File: src/hdl/tet10_shape_function_eval_defines.svh
// Assertion macros shared by the tet10 RTL.
// Each macro expects clk and rst_n in the enclosing module.
`ifndef TET10_SHAPE_FUNCTION_EVAL_DEFINES_SVH
`define TET10_SHAPE_FUNCTION_EVAL_DEFINES_SVH

// Condition that holds at every clock edge out of reset
`define TET10_ASSERT_ALWAYS(lbl, cond, msg) \
  lbl: assert property (@(posedge clk) disable iff (!rst_n) (cond)) else $error(msg);

// Same-cycle implication
`define TET10_ASSERT_IMP(lbl, ante, cons, msg) \
  lbl: assert property (@(posedge clk) disable iff (!rst_n) (ante) |-> (cons)) else $error(msg);

`endif

File: src/hdl/tet10_fifo.sv
`include "tet10_shape_function_eval_defines.svh"

module tet10_fifo #(
  parameter int WIDTH = 8,
  parameter int DEPTH = 4
) (
  input  logic             clk,
  input  logic             rst_n,
  input  logic             wr_en,
  input  logic [WIDTH-1:0] wr_data,
  input  logic             rd_en,
  output logic [WIDTH-1:0] rd_data,
  output logic             empty,
  output logic [$clog2(DEPTH+1)-1:0] count
);

  localparam int AW = $clog2(DEPTH);
  localparam int CW = $clog2(DEPTH+1);

  logic [WIDTH-1:0] mem_r [DEPTH];
  logic [AW-1:0]    wr_ptr_r, wr_ptr_nxt;
  logic [AW-1:0]    rd_ptr_r, rd_ptr_nxt;
  logic [CW-1:0]    count_r, count_nxt;

  // Pointer advance with wrap at DEPTH
  always_comb begin
    wr_ptr_nxt = wr_ptr_r;
    rd_ptr_nxt = rd_ptr_r;
    count_nxt  = count_r;
    if (wr_en) begin
      wr_ptr_nxt = (wr_ptr_r == AW'(DEPTH-1)) ? '0 : wr_ptr_r + 1'b1;
    end
    if (rd_en) begin
      rd_ptr_nxt = (rd_ptr_r == AW'(DEPTH-1)) ? '0 : rd_ptr_r + 1'b1;
    end
    if (wr_en && !rd_en) begin
      count_nxt = count_r + 1'b1;
    end else if (!wr_en && rd_en) begin
      count_nxt = count_r - 1'b1;
    end
  end

  always_ff @(posedge clk) begin
    if (!rst_n) begin
      wr_ptr_r <= '0;
      rd_ptr_r <= '0;
      count_r  <= '0;
    end else begin
      wr_ptr_r <= wr_ptr_nxt;
      rd_ptr_r <= rd_ptr_nxt;
      count_r  <= count_nxt;
    end
  end

  // Storage
  always_ff @(posedge clk) begin
    if (wr_en) begin
      mem_r[wr_ptr_r] <= wr_data;
    end
  end

  assign rd_data = mem_r[rd_ptr_r];
  assign empty   = (count_r == '0);
  assign count   = count_r;

  `TET10_ASSERT_IMP(a_no_overflow, wr_en && !rd_en, count_r != CW'(DEPTH), "fifo overflow")
  `TET10_ASSERT_ALWAYS(a_count_bound, count_r <= CW'(DEPTH), "fifo count beyond depth")

endmodule

File: config.mk
export PLATFORM = sky130hd
export DESIGN_NAME = tet10_fifo
export DESIGN_NICKNAME = d
export VERILOG_FILES = /design/src/hdl/tet10_fifo.sv
export VERILOG_INCLUDE_DIRS = /design/src /design/src/hdl
export SDC_FILE = /design/constraint.sdc
export NUM_CORES = 1
export LEC_CHECK = 0
export ABC_AREA = 0
export BUFFER_PORTS_ARGS = -buffer_cell sky130_fd_sc_hd__buf_2
export CELL_PAD_IN_SITES_DETAIL_PLACEMENT = 0
export CELL_PAD_IN_SITES_GLOBAL_PLACEMENT = 1
export CORE_ASPECT_RATIO = 0.8
export CORE_MARGIN = 5
export CORE_UTILIZATION = 47
export CTS_CLUSTER_DIAMETER = 100
export DETAILED_ROUTE_END_ITERATION = 8
export PLACE_DENSITY_LB_ADDON = 0.15
export SETUP_SLACK_MARGIN = 0.02
export SLEW_MARGIN = 20
export SYNTH_ARGS = -nofsm -noshare
export SYNTH_HDL_FRONTEND = slang
export SYNTH_SLANG_ARGS = --single-unit
File: constraint.sdc
create_clock -name clk -period 2.05 [get_ports clk]
set_input_delay 0.41 -clock clk [delete_from_list [all_inputs] [get_ports clk]]
set_output_delay 0.41 -clock clk [all_outputs]
set_load 0.005 [all_outputs]
# Word level (Yosys, flattened, before mapping)
# Memory sizes are Yosys's and may differ from the RTL's. A register that Yosys moved wholly into a read port is not among the register bits.
# Cells that the tools add are included.
dict set report totals {
  regBits 7
  mem_bits_rw 32
  input_bits 12
  output_inout_bits 12
  elab_cells 24
  mem_count 1
}
# memory words width rd rd_clocked_by_memory_dff write_ports line
set mem_list {}
lappend mem_list {mem_r 4 8 1 1 1 tet10_fifo.sv:20} ;# logic [WIDTH-1:0] mem_r [DEPTH];
dict set report op_classes {
  n_addsub 4
  n_eq_ne 2
  muxes 8
  n_reduce_logical 6
}
# operator count
set ops {}
lappend ops {{2-to-1 mux 2 bit} 4}
lappend ops {{2-to-1 mux 3 bit} 2}
lappend ops {{adder 2 x 1 -> 2 bit (second input constant)} 2}
lappend ops {{== test 2 bit (second input constant)} 2}
lappend ops {{adder 3 x 1 -> 3 bit (second input constant)} 1}
lappend ops {{logical NOT 3 bit} 1}
lappend ops {{subtractor 3 x 1 -> 3 bit (second input constant)} 1}
lappend ops {{logical AND 1 bit} 2}
lappend ops {{logical NOT 1 bit} 2}
lappend ops {{2-to-1 mux 1 bit} 2}
lappend ops {{nonzero test 2 bit} 1}

# Logic depth before layout (Yosys ltp)
dict set report logic_depth {
  depth_word 4
  mapped_depth 7
  mapped_depth_nobuf 7
}

# Least setup slack after synthesis
# Ideal clock, no wire load.
dict set report synth_path {
  kind {input to register}
  start {in rd_en}
  end {reg count_r[2], in the netlist count[2]}
  setup_time_ps 70
  arrival_ps 1603
  t_required_ps 1980
  path_slack_ps 377
  stages 7
  n_path_buf 0
  cell_sequence {inv_1 ha_1 inv_1 fa_1 xor2_1 or3_1 a21boi_1}
}
dict set report synth_via {
  elab_chain_cells 3
  word_cells_on_any_way 5
  cone_classes {mux (1); reduce/logical (4)}
}
# item line
set synth_lines {}
lappend synth_lines {{from (decl)} tet10_fifo.sv:11} ;# input logic rd_en,
lappend synth_lines {{logical NOT 1 bit} tet10_fifo.sv:36} ;# if (wr_en && !rd_en) begin
lappend synth_lines {{logical AND 1 bit} tet10_fifo.sv:36}
lappend synth_lines {{2-to-1 mux 3 bit / nonzero test 2 bit (equally long branches)} n/a}
lappend synth_lines {{to (signal assigned)} tet10_fifo.sv:51} ;# count_r <= count_nxt;
lappend synth_lines {{to (decl)} tet10_fifo.sv:23} ;# logic [CW-1:0] count_r, count_nxt;
# Several ways; a longest one is shown, not always the timed one.
# A chain may end at the register's enable or synchronous reset.

==> metrics.txt <==
Avg Synthesized Cell Area 18.9 µm²; grt ovf 0; top post-synthesis cells by area edfxtp_1 (60%), dfxtp_1 (11%), mux4_2 (11%); HPWL Detailed 1730 µm; Starting Density 47.6%; max_cap viols 0; CP bufs+invs 2; RD Place Congestion 0.619; CP required 1.64 ns; Multi-input gate area 435 µm²; dominant synthesized flop cell edfxtp_1; Worst Skew 0.00495 ns; area share of the leading cell type in the synthesized netlist 59.8%; Die Span X 75.4 µm; Placed Instance Area 0.00177 mm²; Synth area leader edfxtp_1; row cnt 19; WL per Instance 16.0 µm; vias in the first global route 840; EDFF count, synth 32; Die Area 0.00470 mm²; Worst-Margin Slew 0.453 ns; Syn Nets 104; Slowest-stage cell, CP mux4_2; initial antenna violation count 0; drt via density 5.11; # fillers 279; Port Buffers 23; CTS Buffer Depth 2; # diodes 0; Final Max Slew Viols 0; Final Hold Viols 0; Max VDD drop 0.543 mV; crit-path max FO 8; crit path launch type register; Hold WC Path Type input pin to register; Residual DRC 0; critical path type register to output port; Layout area overhead 15.3%; post-route ant nets 0; RSZ-0062 raised after global routing no; flops & latches, synth 41; Total GRT Usage 12.3%; critical path's largest stage delay 0.52 ns; clk_lat worst skew 0.29 ns; distinct cell type count after synthesis 19; root buf cell clkbuf_8; Worst slew margin 69.8%; Synth Warn # 0; wirelength, routed 2510 µm; global-route wire length before repair 4110 µm; sum of negative setup slack 0 ns; core region area 0.00338 mm²; fin nets 133; I/O pin cnt 24; Starting DRT DRC Count 21; Highest Clock Rate 530 MHz; Post-CTS Resized 0; register area 0.00114 mm²; Cells after Synth 85; hold_buf cts 0; die height 62.3 µm; nature of the critical path endpoint output port; Final Cycle Share 92.1%; critical path arrival 1.48 ns; status completed; Post-Syn Area 0.00161 mm²; FFs w/ async S/R, synth 0%; Clock Pin Slew Worst Setup and Hold Paths 0.07 ns; DR pass1 iterations 4; Tot Pwr 1660 µW; Commonest cells post-synth edfxtp_1 (32), dfxtp_1 (9), mux4_2 (8); CTS buffer count 5; CP Cell Sequence buf_4 -> mux4_2 -> buf_2; Post-CTS Setup Bufs 0; clock tree sinks 41; hold_ws 0.334 ns; Tmin final 1.89 ns; CTS H-tree depth 2; Static Leakage 0.000691 µW; Final Setup Violations 0; post-route cell area 0.00185 mm²; post-synthesis sequential area ratio 71.0%; Via Count 803; crit-path leading delay family multiplexers; share of cells above drive strength 1 33.9%; Power Density 894 mW/mm²; most common cell in the netlist edfxtp_1; largest net degree at the start of global routing 14; CTS tree built
## kinds of logic (layout without fill, tap and decap cells)
logic type / count (synthesis) / count (layout) / share of synthesized area (%)
adder cells (fa/ha/maj): 7 / 7 / 5.91
flip-flops: 41 / 41 / 71.0
buffers and inverters: 6 / 36 / 1.94
multiplexers: 12 / 12 / 13.7
AND/OR/NAND/NOR: 14 / 14 / 5.14
AO/OA/AOI/OAI: 3 / 3 / 1.25
XOR/XNOR: 2 / 2 / 1.09
## metrics by stage
stage / setup WS, ns / util, % / cells
global route: 0.0632 / 54.9 / 157
detailed placement: 0.143 / 52.3 / 149
global placement: 0.196 / 52.3 / 149
CTS: 0.135 / 54.9 / 157
finish: 0.163 / 54.9 / 157
floorplan: 0.377 / - / 85
## where the power goes
| group | total (µW) | internal, µW | switching [µW] |
|---|---|---|---|
| registers | 975 | 945 | 29.6 |
| logic | 186 | 101 | 85.8 |
| clock network | 495 | 235 | 260 |
## cells in the final DEF (no fill, tap or decap)
master,instances
clkinv_2,1
o21ai_0,1
nor2b_1,5
nor3_1,2
a21boi_1,1
xor2_1,1
and2_1,5
nor2_1,1
clkinv_1,1
edfxtp_1,32
or3_1,1
inv_1,4
buf_4,1
xnor2_1,1
mux2i_1,4
o21a_1,1
buf_2,23
fa_1,1
clkinv_4,1
dfxtp_1,9
mux4_2,8
ha_1,6
clkbuf_8,5
## area by class of cell
type / count / area share [%]
Clock buffer: 5 / 3.71
Tap cell: 42 / 2.84
Multi-Input combinational cell: 38 / 23.5
Sequential cell: 41 / 61.6
Inverter: 4 / 0.810
Clock inverter: 3 / 0.945
Timing Repair Buffer: 24 / 6.62
## flip-flops by register name, indices dropped and copies added, names as in the netlist, named ones only
register	cells
mem_r	32
count	3
rd_ptr_r	2
wr_ptr_r	2
## worst paths after layout
kind                                 start     endpoint  slack, ns  depth (start not counted)
worst max-delay path              register   rd_data[7]       0.16                          3
worst min-delay path            wr_data[3]  mem_r[1][3]       0.33                          1
worst max register to register    count[0]     count[2]       0.59                          4
worst min register to register    count[2]     count[2]       0.52                          2
## metal layers
metal | up-vias | track usage, % | wire (µm)
met5 | - | 0 | 0
met4 | 0 | 3.28 | 29
met3 | 4 | 6.29 | 166
met2 | 19 | 18.2 | 1290
met1 | 401 | 15.8 | 1030
li1 | 379 | - | -
Note: power is estimated with default switching activity, not from simulation.
