### src/hdl/tet10_shape_function_eval_defines.svh
// Assertion macros shared by the tet10 RTL.
// Each macro expects clk and rst_n in the enclosing module.
`ifndef TET10_SHAPE_FUNCTION_EVAL_DEFINES_SVH
`define TET10_SHAPE_FUNCTION_EVAL_DEFINES_SVH

// Condition that holds at every clock edge out of reset
`define TET10_ASSERT_ALWAYS(lbl, cond, msg) \
  lbl: assert property (@(posedge clk) disable iff (!rst_n) (cond)) else $error(msg);

// Same-cycle implication
`define TET10_ASSERT_IMP(lbl, ante, cons, msg) \
  lbl: assert property (@(posedge clk) disable iff (!rst_n) (ante) |-> (cons)) else $error(msg);

`endif

### src/hdl/tet10_pkg.sv
package tet10_pkg;

  // Field widths
  localparam int COORD_W = 20;  // Q4.16 input
  localparam int RES_W   = 24;  // Q8.16 output
  localparam int IDX_W   = 4;
  localparam int LQ_W    = 30;  // volume coordinate, Q24
  localparam int GRAD_W  = 32;  // gradient constant, Q2.30
  localparam int PROD_W  = 52;  // coordinate times gradient
  localparam int ACC_W   = 53;  // volume coordinate accumulator, Q46
  localparam int OP_W    = 32;  // back-end multiplier operand
  localparam int MUL_W   = 64;  // back-end product
  localparam int SUM_W   = 65;  // derivative sum before rounding

  localparam int NUM_L     = 4;
  localparam int NUM_NODES = 10;
  localparam logic [IDX_W-1:0] NODE_LAST = 4'd9;

  // Gradient constants, Q2.30
  localparam logic signed [GRAD_W-1:0] G_1X  = 32'sd715827883;
  localparam logic signed [GRAD_W-1:0] G_23X = -32'sd357913941;
  localparam logic signed [GRAD_W-1:0] G_3Y  = 32'sd619925131;
  localparam logic signed [GRAD_W-1:0] G_123Z = -32'sd253083375;
  localparam logic signed [GRAD_W-1:0] G_4Z  = 32'sd759250125;

  // [coordinate][axis]
  localparam logic signed [GRAD_W-1:0] GRAD [NUM_L][3] = '{
    '{G_1X,  32'sd0, G_123Z},
    '{G_23X, -G_3Y,  G_123Z},
    '{G_23X, G_3Y,   G_123Z},
    '{32'sd0, 32'sd0, G_4Z}
  };

  // Node order: coordinate pair (a, b), equal for corner nodes
  localparam logic [1:0] NODE_A [NUM_NODES] = '{2'd0, 2'd0, 2'd1, 2'd1, 2'd2,
                                               2'd2, 2'd0, 2'd1, 2'd2, 2'd3};
  localparam logic [1:0] NODE_B [NUM_NODES] = '{2'd0, 2'd1, 2'd1, 2'd2, 2'd2,
                                               2'd0, 2'd3, 2'd3, 2'd3, 2'd3};

  // Fixed-point constants
  localparam logic signed [ACC_W-1:0] QUARTER_Q46 = 53'sd1 <<< 44;
  localparam logic signed [ACC_W-1:0] RND_L       = 53'sd1 <<< 21;
  localparam logic signed [OP_W-1:0]  L_ONE       = 32'sd1 <<< 24;
  localparam logic signed [SUM_W-1:0] RND_VAL     = 65'sd1 <<< 31;
  localparam logic signed [SUM_W-1:0] RND_DER     = 65'sd1 <<< 37;
  localparam logic signed [SUM_W-1:0] OUT_MAX     = 65'sd8388607;
  localparam logic signed [SUM_W-1:0] OUT_MIN     = -65'sd8388608;

  typedef struct packed {
    logic signed [COORD_W-1:0] coord_xi;
    logic signed [COORD_W-1:0] coord_eta;
    logic signed [COORD_W-1:0] coord_zeta;
  } in_t;

  typedef struct packed {
    logic [IDX_W-1:0]        node_index;
    logic signed [RES_W-1:0] shape_value;
    logic signed [RES_W-1:0] deriv_x;
    logic signed [RES_W-1:0] deriv_y;
    logic signed [RES_W-1:0] deriv_z;
    logic                    last_node;
  } out_t;

  // One point's volume coordinates, as queued between front and back
  typedef struct packed {
    logic [NUM_L-1:0][LQ_W-1:0] l;
  } lq_entry_t;

  // Operands of one node, issued into the multiplier stage
  typedef struct packed {
    logic [IDX_W-1:0]       node_index;
    logic                   last_node;
    logic [1:0]             ga_sel;
    logic [1:0]             gb_sel;
    logic signed [OP_W-1:0] val_x;
    logic signed [LQ_W-1:0] val_y;
    logic signed [OP_W-1:0] der_a;
    logic signed [OP_W-1:0] der_b;
  } node_op_t;

  // Clamp to the 24-bit result range
  function automatic logic signed [RES_W-1:0] sat24(input logic signed [SUM_W-1:0] v);
    logic signed [RES_W-1:0] r;
    if (v > OUT_MAX) begin
      r = OUT_MAX[RES_W-1:0];
    end else if (v < OUT_MIN) begin
      r = OUT_MIN[RES_W-1:0];
    end else begin
      r = v[RES_W-1:0];
    end
    return r;
  endfunction

endpackage

### src/hdl/tet10_front.sv
module tet10_front
  import tet10_pkg::*;
#(
  parameter int LQ_DEPTH = 4
) (
  input  logic      clk,
  input  logic      rst_n,
  input  logic      push,
  output logic      full,
  input  in_t       in_data,
  input  logic [$clog2(LQ_DEPTH+1)-1:0] lq_count,
  output logic      lq_push,
  output lq_entry_t lq_data
);

  localparam int CW = $clog2(LQ_DEPTH+1);

  logic                     f1_v_r;
  logic signed [PROD_W-1:0] p_1x_r, p_23x_r, p_3y_r, p_123z_r, p_4z_r;
  logic signed [ACC_W-1:0]  acc [NUM_L];
  logic signed [ACC_W-1:0]  rnd [NUM_L];
  logic [CW:0]              used;
  logic                     accept;

  // Room is counted for the point held in the product stage
  assign used   = (CW+1)'(lq_count) + (CW+1)'(f1_v_r);
  assign full   = (used >= (CW+1)'(LQ_DEPTH));
  assign accept = push && !full;

  // Stage 1: the five distinct coordinate-gradient products
  always_ff @(posedge clk) begin
    if (!rst_n) begin
      f1_v_r <= 1'b0;
    end else begin
      f1_v_r <= accept;
    end
  end

  always_ff @(posedge clk) begin
    if (accept) begin
      p_1x_r   <= in_data.coord_xi   * G_1X;
      p_23x_r  <= in_data.coord_xi   * G_23X;
      p_3y_r   <= in_data.coord_eta  * G_3Y;
      p_123z_r <= in_data.coord_zeta * G_123Z;
      p_4z_r   <= in_data.coord_zeta * G_4Z;
    end
  end

  // Stage 2: volume coordinates in Q46, rounded to Q24
  always_comb begin
    acc[0] = QUARTER_Q46 + p_1x_r + p_123z_r;
    acc[1] = QUARTER_Q46 + p_23x_r - p_3y_r + p_123z_r;
    acc[2] = QUARTER_Q46 + p_23x_r + p_3y_r + p_123z_r;
    acc[3] = QUARTER_Q46 + p_4z_r;
    for (int i = 0; i < NUM_L; i++) begin
      rnd[i]       = acc[i] + RND_L;
      lq_data.l[i] = rnd[i][22 +: LQ_W];
    end
  end

  assign lq_push = f1_v_r;

endmodule

### config.mk
export PLATFORM = sky130hd
export DESIGN_NAME = tet10_front
export DESIGN_NICKNAME = d
export VERILOG_FILES = /design/src/hdl/tet10_shape_function_eval_defines.svh /design/src/hdl/tet10_pkg.sv /design/src/hdl/tet10_front.sv
export SDC_FILE = /design/constraint.sdc
export NUM_CORES = 2
export LEC_CHECK = 0
export ABC_AREA = 1
export BUFFER_PORTS_ARGS = -buffer_cell sky130_fd_sc_hd__buf_2
export CORE_UTILIZATION = 65
export DETAILED_ROUTE_END_ITERATION = 8
export MAX_ROUTING_LAYER = met4
export PLACE_DENSITY_LB_ADDON = 0.25
export SLEW_MARGIN = 5
export SYNTH_ARGS = -nofsm -noshare
export SYNTH_HDL_FRONTEND = slang
export SYNTH_SLANG_ARGS = --single-unit
### constraint.sdc
create_clock -name clk -period 13 [get_ports clk]
set_input_delay 2.6 -clock clk [delete_from_list [all_inputs] [get_ports clk]]
set_output_delay 2.6 -clock clk [all_outputs]
set_load 0.01 [all_outputs]
# Word level (Yosys, flattened, before mapping)
# Index checks and enable logic that the tools add are counted.
# classes
n_lt_le_gt_ge,1
addsub,13
n_mul,5
reduce_logical,2
# op_table
cell,n
$add A52 B23 Y52 const B,4
$add A52 B49 Y52,3
$mul A20 B31 Y51 const B,3
$add A46 B51 Y52 const A,2
$add A51 B51 Y52,1
$sub A51 B51 Y52,1
$add A46 B50 Y51 const A,1
$mul A20 B30 Y50 const B,1
$mul A20 B29 Y49 const B,1
$add A3 B1 Y4,1
$ge A4 B3 Y1 const B,1
$logic_and A1 B1 Y1,1
$logic_not A1 Y1,1
# totals
wordCells,27
output_inout_bits,122
inputBits,66
regBits,253

# Depth between registers and ports, before layout
# depth
depth_word,4
ltp_mapped,29

# Worst setup path after synthesis
# Ideal clock, no wire load.
# synth_path
kind,input -> register
startpoint,input lq_count[0]
endpoint,register p_123z_r[0] (enable)
arrival_ps,11203
setup_slack_ps,1032
n_path_buf,0
required_time_ps,12235
cell_stages,2
path_cell_list,a31o_2 -> nor2_1
# synth_via
elab_chain_cells,4
# synth_rtl
item,line,source
"start, declared",tet10_front.sv:11,"input logic [$clog2(LQ_DEPTH+1)-1:0] lq_count,"
$add A3 B1 Y4,tet10_front.sv:26,assign used = (CW+1)'(lq_count) + (CW+1)'(f1_v_r);
$ge A4 B3 Y1,tet10_front.sv:27,assign full = (used >= (CW+1)'(LQ_DEPTH));
$logic_not A1 Y1,tet10_front.sv:28,assign accept = push && !full;
$logic_and A1 B1 Y1,tet10_front.sv:28,
named net accept,tet10_front.sv:23,logic accept;
"end signal, assigned",tet10_front.sv:44,p_123z_r <= in_data.coord_zeta * G_123Z;
"end, declared",tet10_front.sv:19,"logic signed [PROD_W-1:0] p_1x_r, p_23x_r, p_3y_r, p_123z_r, p_4z_r;"
# The timed path passes the listed nets, and every way through them passes these cells.
# A chain may end at the register's enable or synchronous reset.

# Final worst setup path
# layout_path
startpoint,input in_data[42] (netlist name)
endpoint,register p_23x_r[47] (data pin)
# layout_via
elab_chain_cells,1
# layout_rtl
item,line,source
"start, declared",tet10_front.sv:10,"input in_t in_data,"
$mul A20 B30 Y50,tet10_front.sv:42,p_23x_r <= in_data.coord_xi * G_23X;
"end signal, assigned",tet10_front.sv:42,
"end, declared",tet10_front.sv:19,
# No other way between the ends.

==> metrics.md <==
| Metric | Value |
|---|---|
| Highest-delay cell along the critical path | sky130_fd_sc_hd__fa_1 |
| CTS max path bufs | 3 |
| I/O pin total | 188 |
| Drt drc | 20 |
| Layout filler cell count | 8,381 |
| Number of hold violations in the final report | 0 |
| Worst relative slew slack | 0.2584 |
| Root buffer selected by CTS | sky130_fd_sc_hd__clkbuf_16 |
| Num CTS Buffers | 27 |
| Area of the core region | 103,900 µm² |
| Post-synthesis cell type count | 46 |
| Actual slew at the worst max-slew pin | 1112 ps |
| Proportion of synthesized chip area in sequential cells | 0.08849 |
| Total of hold buffers inserted after clock tree synthesis | 0 |
| Violations in the final reports | design-rule violations |
| Clk_lat worst skew | 590 ps |
| Die footprint | 106,600 µm² |
| Die height | 326.5 µm |
| Peak per-stage delay on the critical path | 740 ps |
| Commonest non-fill, non-tap cell in the layout | sky130_fd_sc_hd__inv_1 |
| Netlist area before placement | 68,440 µm² |
| Post-DP HPWL | 222.5 mm |
| Final weighted congestion of routability-driven global placement | 1.184 |
| Count of yosys warnings during synthesis | 0 |
| Antenna violations before repair | 10 |
| Nature of the critical path startpoint | primary input |
| Critical path class | primary input to flip-flop |
| Synth-to-Final Area Change | 5.254% |
| Setup repair after global routing missed its margin | false |
| Layout cell share with drive strength beyond 1 | 0.03329 |
| Class of the tightest hold or removal check | flip-flop to flip-flop |
| Largest net degree at the start of global routing | 147 |
| Area share of the largest cell type after synthesis | 0.2755 |
| Dominant cells by area after synthesis | sky130_fd_sc_hd__fa_1 (28%), sky130_fd_sc_hd__ha_1 (22%), sky130_fd_sc_hd__inv_1 (13%), sky130_fd_sc_hd__nand2_1 (10%), sky130_fd_sc_hd__edfxtp_1 (8.8%) |
| Post-Synthesis Cells | 8,959 |
| Number of nets still failing antenna checks after routing | 0 |
| Cell seen most often among critical-path stages | sky130_fd_sc_hd__inv_1 |
| Syn Nets | 11,170 |
| Global-route wire length before repair | 372.4 mm |
| GRT overflow | 0 |
| Setup violation total in the final timing report | 0 |
| Max-capacitance violation count | 0 |
| Critical Path, Cell by Cell | buf_2, fa_1, inv_1, fa_1, inv_1, fa_1, inv_1, fa_1, inv_1, fa_1, inv_1, fa_1, fa_1, inv_1, ha_1, nand2_1, nor2_1, inv_1, nor2_1, nand3_1, inv_1, nand3_1, nand4_1, nand2_1 |
| Initial Util | 0.6584 |
| Clk sink count | 202 |
| Period utilisation layout | 0.6700 |
| Number of pins exceeding their max-slew limit in the final report | 0 |
| Buffers and inverters on the worst path | 9 |
| Peak Freq | 0.1148 GHz |
| Routed WL per cell | 23.61 µm |
| Violation count after the first detailed-route iteration | 6,751 |
| Routed via count | 62,830 |
| TritonCTS clock tree | done |
| GRT Resource Usage Total | 0.4807 |
| Status | complete, but fails checks |
| Number of synthesized register bits | 202 |
| Routed wire length | 249.9 mm |
| CP required | 13,340 ps |
| Number of setup buffers added after CTS | 0 |
| Clock slew at reported path FFs | 70 ps |
| Die boundary width | 326.5 µm |
| Cell row count | 118 |
| Number of global-route vias before repair | 63,770 |
| Top Family by Delay on Critical Path | adder cells |
| DR vias/cell | 5.938 |
| Setup clock skew after layout | 17.09 ps |
| Final Critical Period | 8710 ps |
| Crit. End Element | flip-flop |
| Average cell area after synthesis | 7.639 µm² |
| Setup total negative slack | 0 ps |
| Worst endpoint data arrival time | 9050 ps |
| Area leader, netlist | sky130_fd_sc_hd__fa_1 |
| Crit path max fanout | 7 |
| First-pass iteration count of the detailed router | 9 |
| Port Buffer Count | 187 |
| Post_cts resized | 0 |
| Clock H-tree levels | 1 |
| Post-layout net count | 11,390 |
| Most used cells in the layout excluding fill and tap cells | sky130_fd_sc_hd__inv_1 (2,346), sky130_fd_sc_hd__nand2_1 (1,825), sky130_fd_sc_hd__ha_1 (1,203), sky130_fd_sc_hd__fa_1 (942), sky130_fd_sc_hd__nor2_1 (764) |
[worst register-to-register path: stages (launching register included)]
cell and delay (ps):
sky130_fd_sc_hd__dfxtp_1 310, sky130_fd_sc_hd__a31o_2 270, sky130_fd_sc_hd__nor2_4 80, sky130_fd_sc_hd__buf_4 620, sky130_fd_sc_hd__buf_12 550
[path summary, 6_finish.rpt]
kind | from | endpoint | slack [ps] | cells past startpoint
hold reg to reg | lq_push | lq_push | 630 | 2
hold / removal | lq_push | lq_push | 630 | 2
setup / recovery | in_data[42] | p_23x_r[47] | 4290 | 24
setup reg to reg | lq_push | p_123z_r[47] | 10480 | 4
[sequential cells by signal, indices dropped and copies added (netlist names)]
register,cells
p_23x_r,20
lq_push,1
p_4z_r,30
p_1x_r,51
p_3y_r,51
p_123z_r,49
[area by class of cell]
type / count / area [µm²] / share of cell area
clock inverters: 18 / 210.2 / 0.002918
flip-flops and latches: 202 / 6056 / 0.08407
multi-input cells: 6405 / 53550 / 0.7435
repair buffers: 189 / 963.4 / 0.01337
well taps: 1380 / 1727 / 0.02397
clock buffers: 29 / 683.2 / 0.009484
diodes: 8 / 20.02 / 0.0002779
inverters: 2350 / 8821 / 0.1225
[cell usage after synthesis (all sizes together)]
master  instances
inv          2350
nand2        1837
ha           1203
fa            942
nor2          774
a21oi         462
nand3         337
o21ai         261
edfxtp        201
nand4         128
xor2          124
o21bai         75
xnor2          75
nor3           53
a21o           26
o21a           20
nor4           16
or2            16
a21boi         14
o211ai         11
a31oi           8
and2            6
and3            6
nand3b          6
buf             2
a22oi           1
a31o            1
and3b           1
dfxtp           1
nand2b          1
nor3b           1
[metrics by stage]
step           cells  area, µm²  hold slack (ps)    util  setup WS (ps)
2_1_floorplan   8959      68440            671.5       -           1032
3_3_place_gp   10530      71120            603.6  0.6843           4021
3_5_place_dp   10530      71120            632.4  0.6843           3830
4_1_cts        10570      72010            640.7  0.6928           4392
5_1_grt        10580      72030            660.3  0.6930           4107
6_report       10580      72030            634.7  0.6930           4290
[kinds of logic (layout without fill, tap and decap cells)]
family,Yosys count,count (layout),share of synthesized area
and+or+nand+nor,3182,3182,0.1906
buffers and inverters,2352,2586,0.1291
adders and majority gates,2145,2145,0.4955
AOI/OAI and AO/OA,879,879,0.07090
DFF,202,202,0.08849
xor gates and xnor gates,199,199,0.02547
other,0,8,0
[metal layers]
metal / global-route usage / vias to the layer above / routed length, µm
met3: 0.1023 / 1118 / 26660
met1: 0.5757 / 29690 / 91780
met4: 0.3124 / 0 / 20910
met2: 0.7347 / 3915 / 110500
met5: - / - / 0
li1: - / 28110 / -
Power is not shown: default switching activity piles up to over one toggle a cycle in this logic, so the estimate is an artifact.
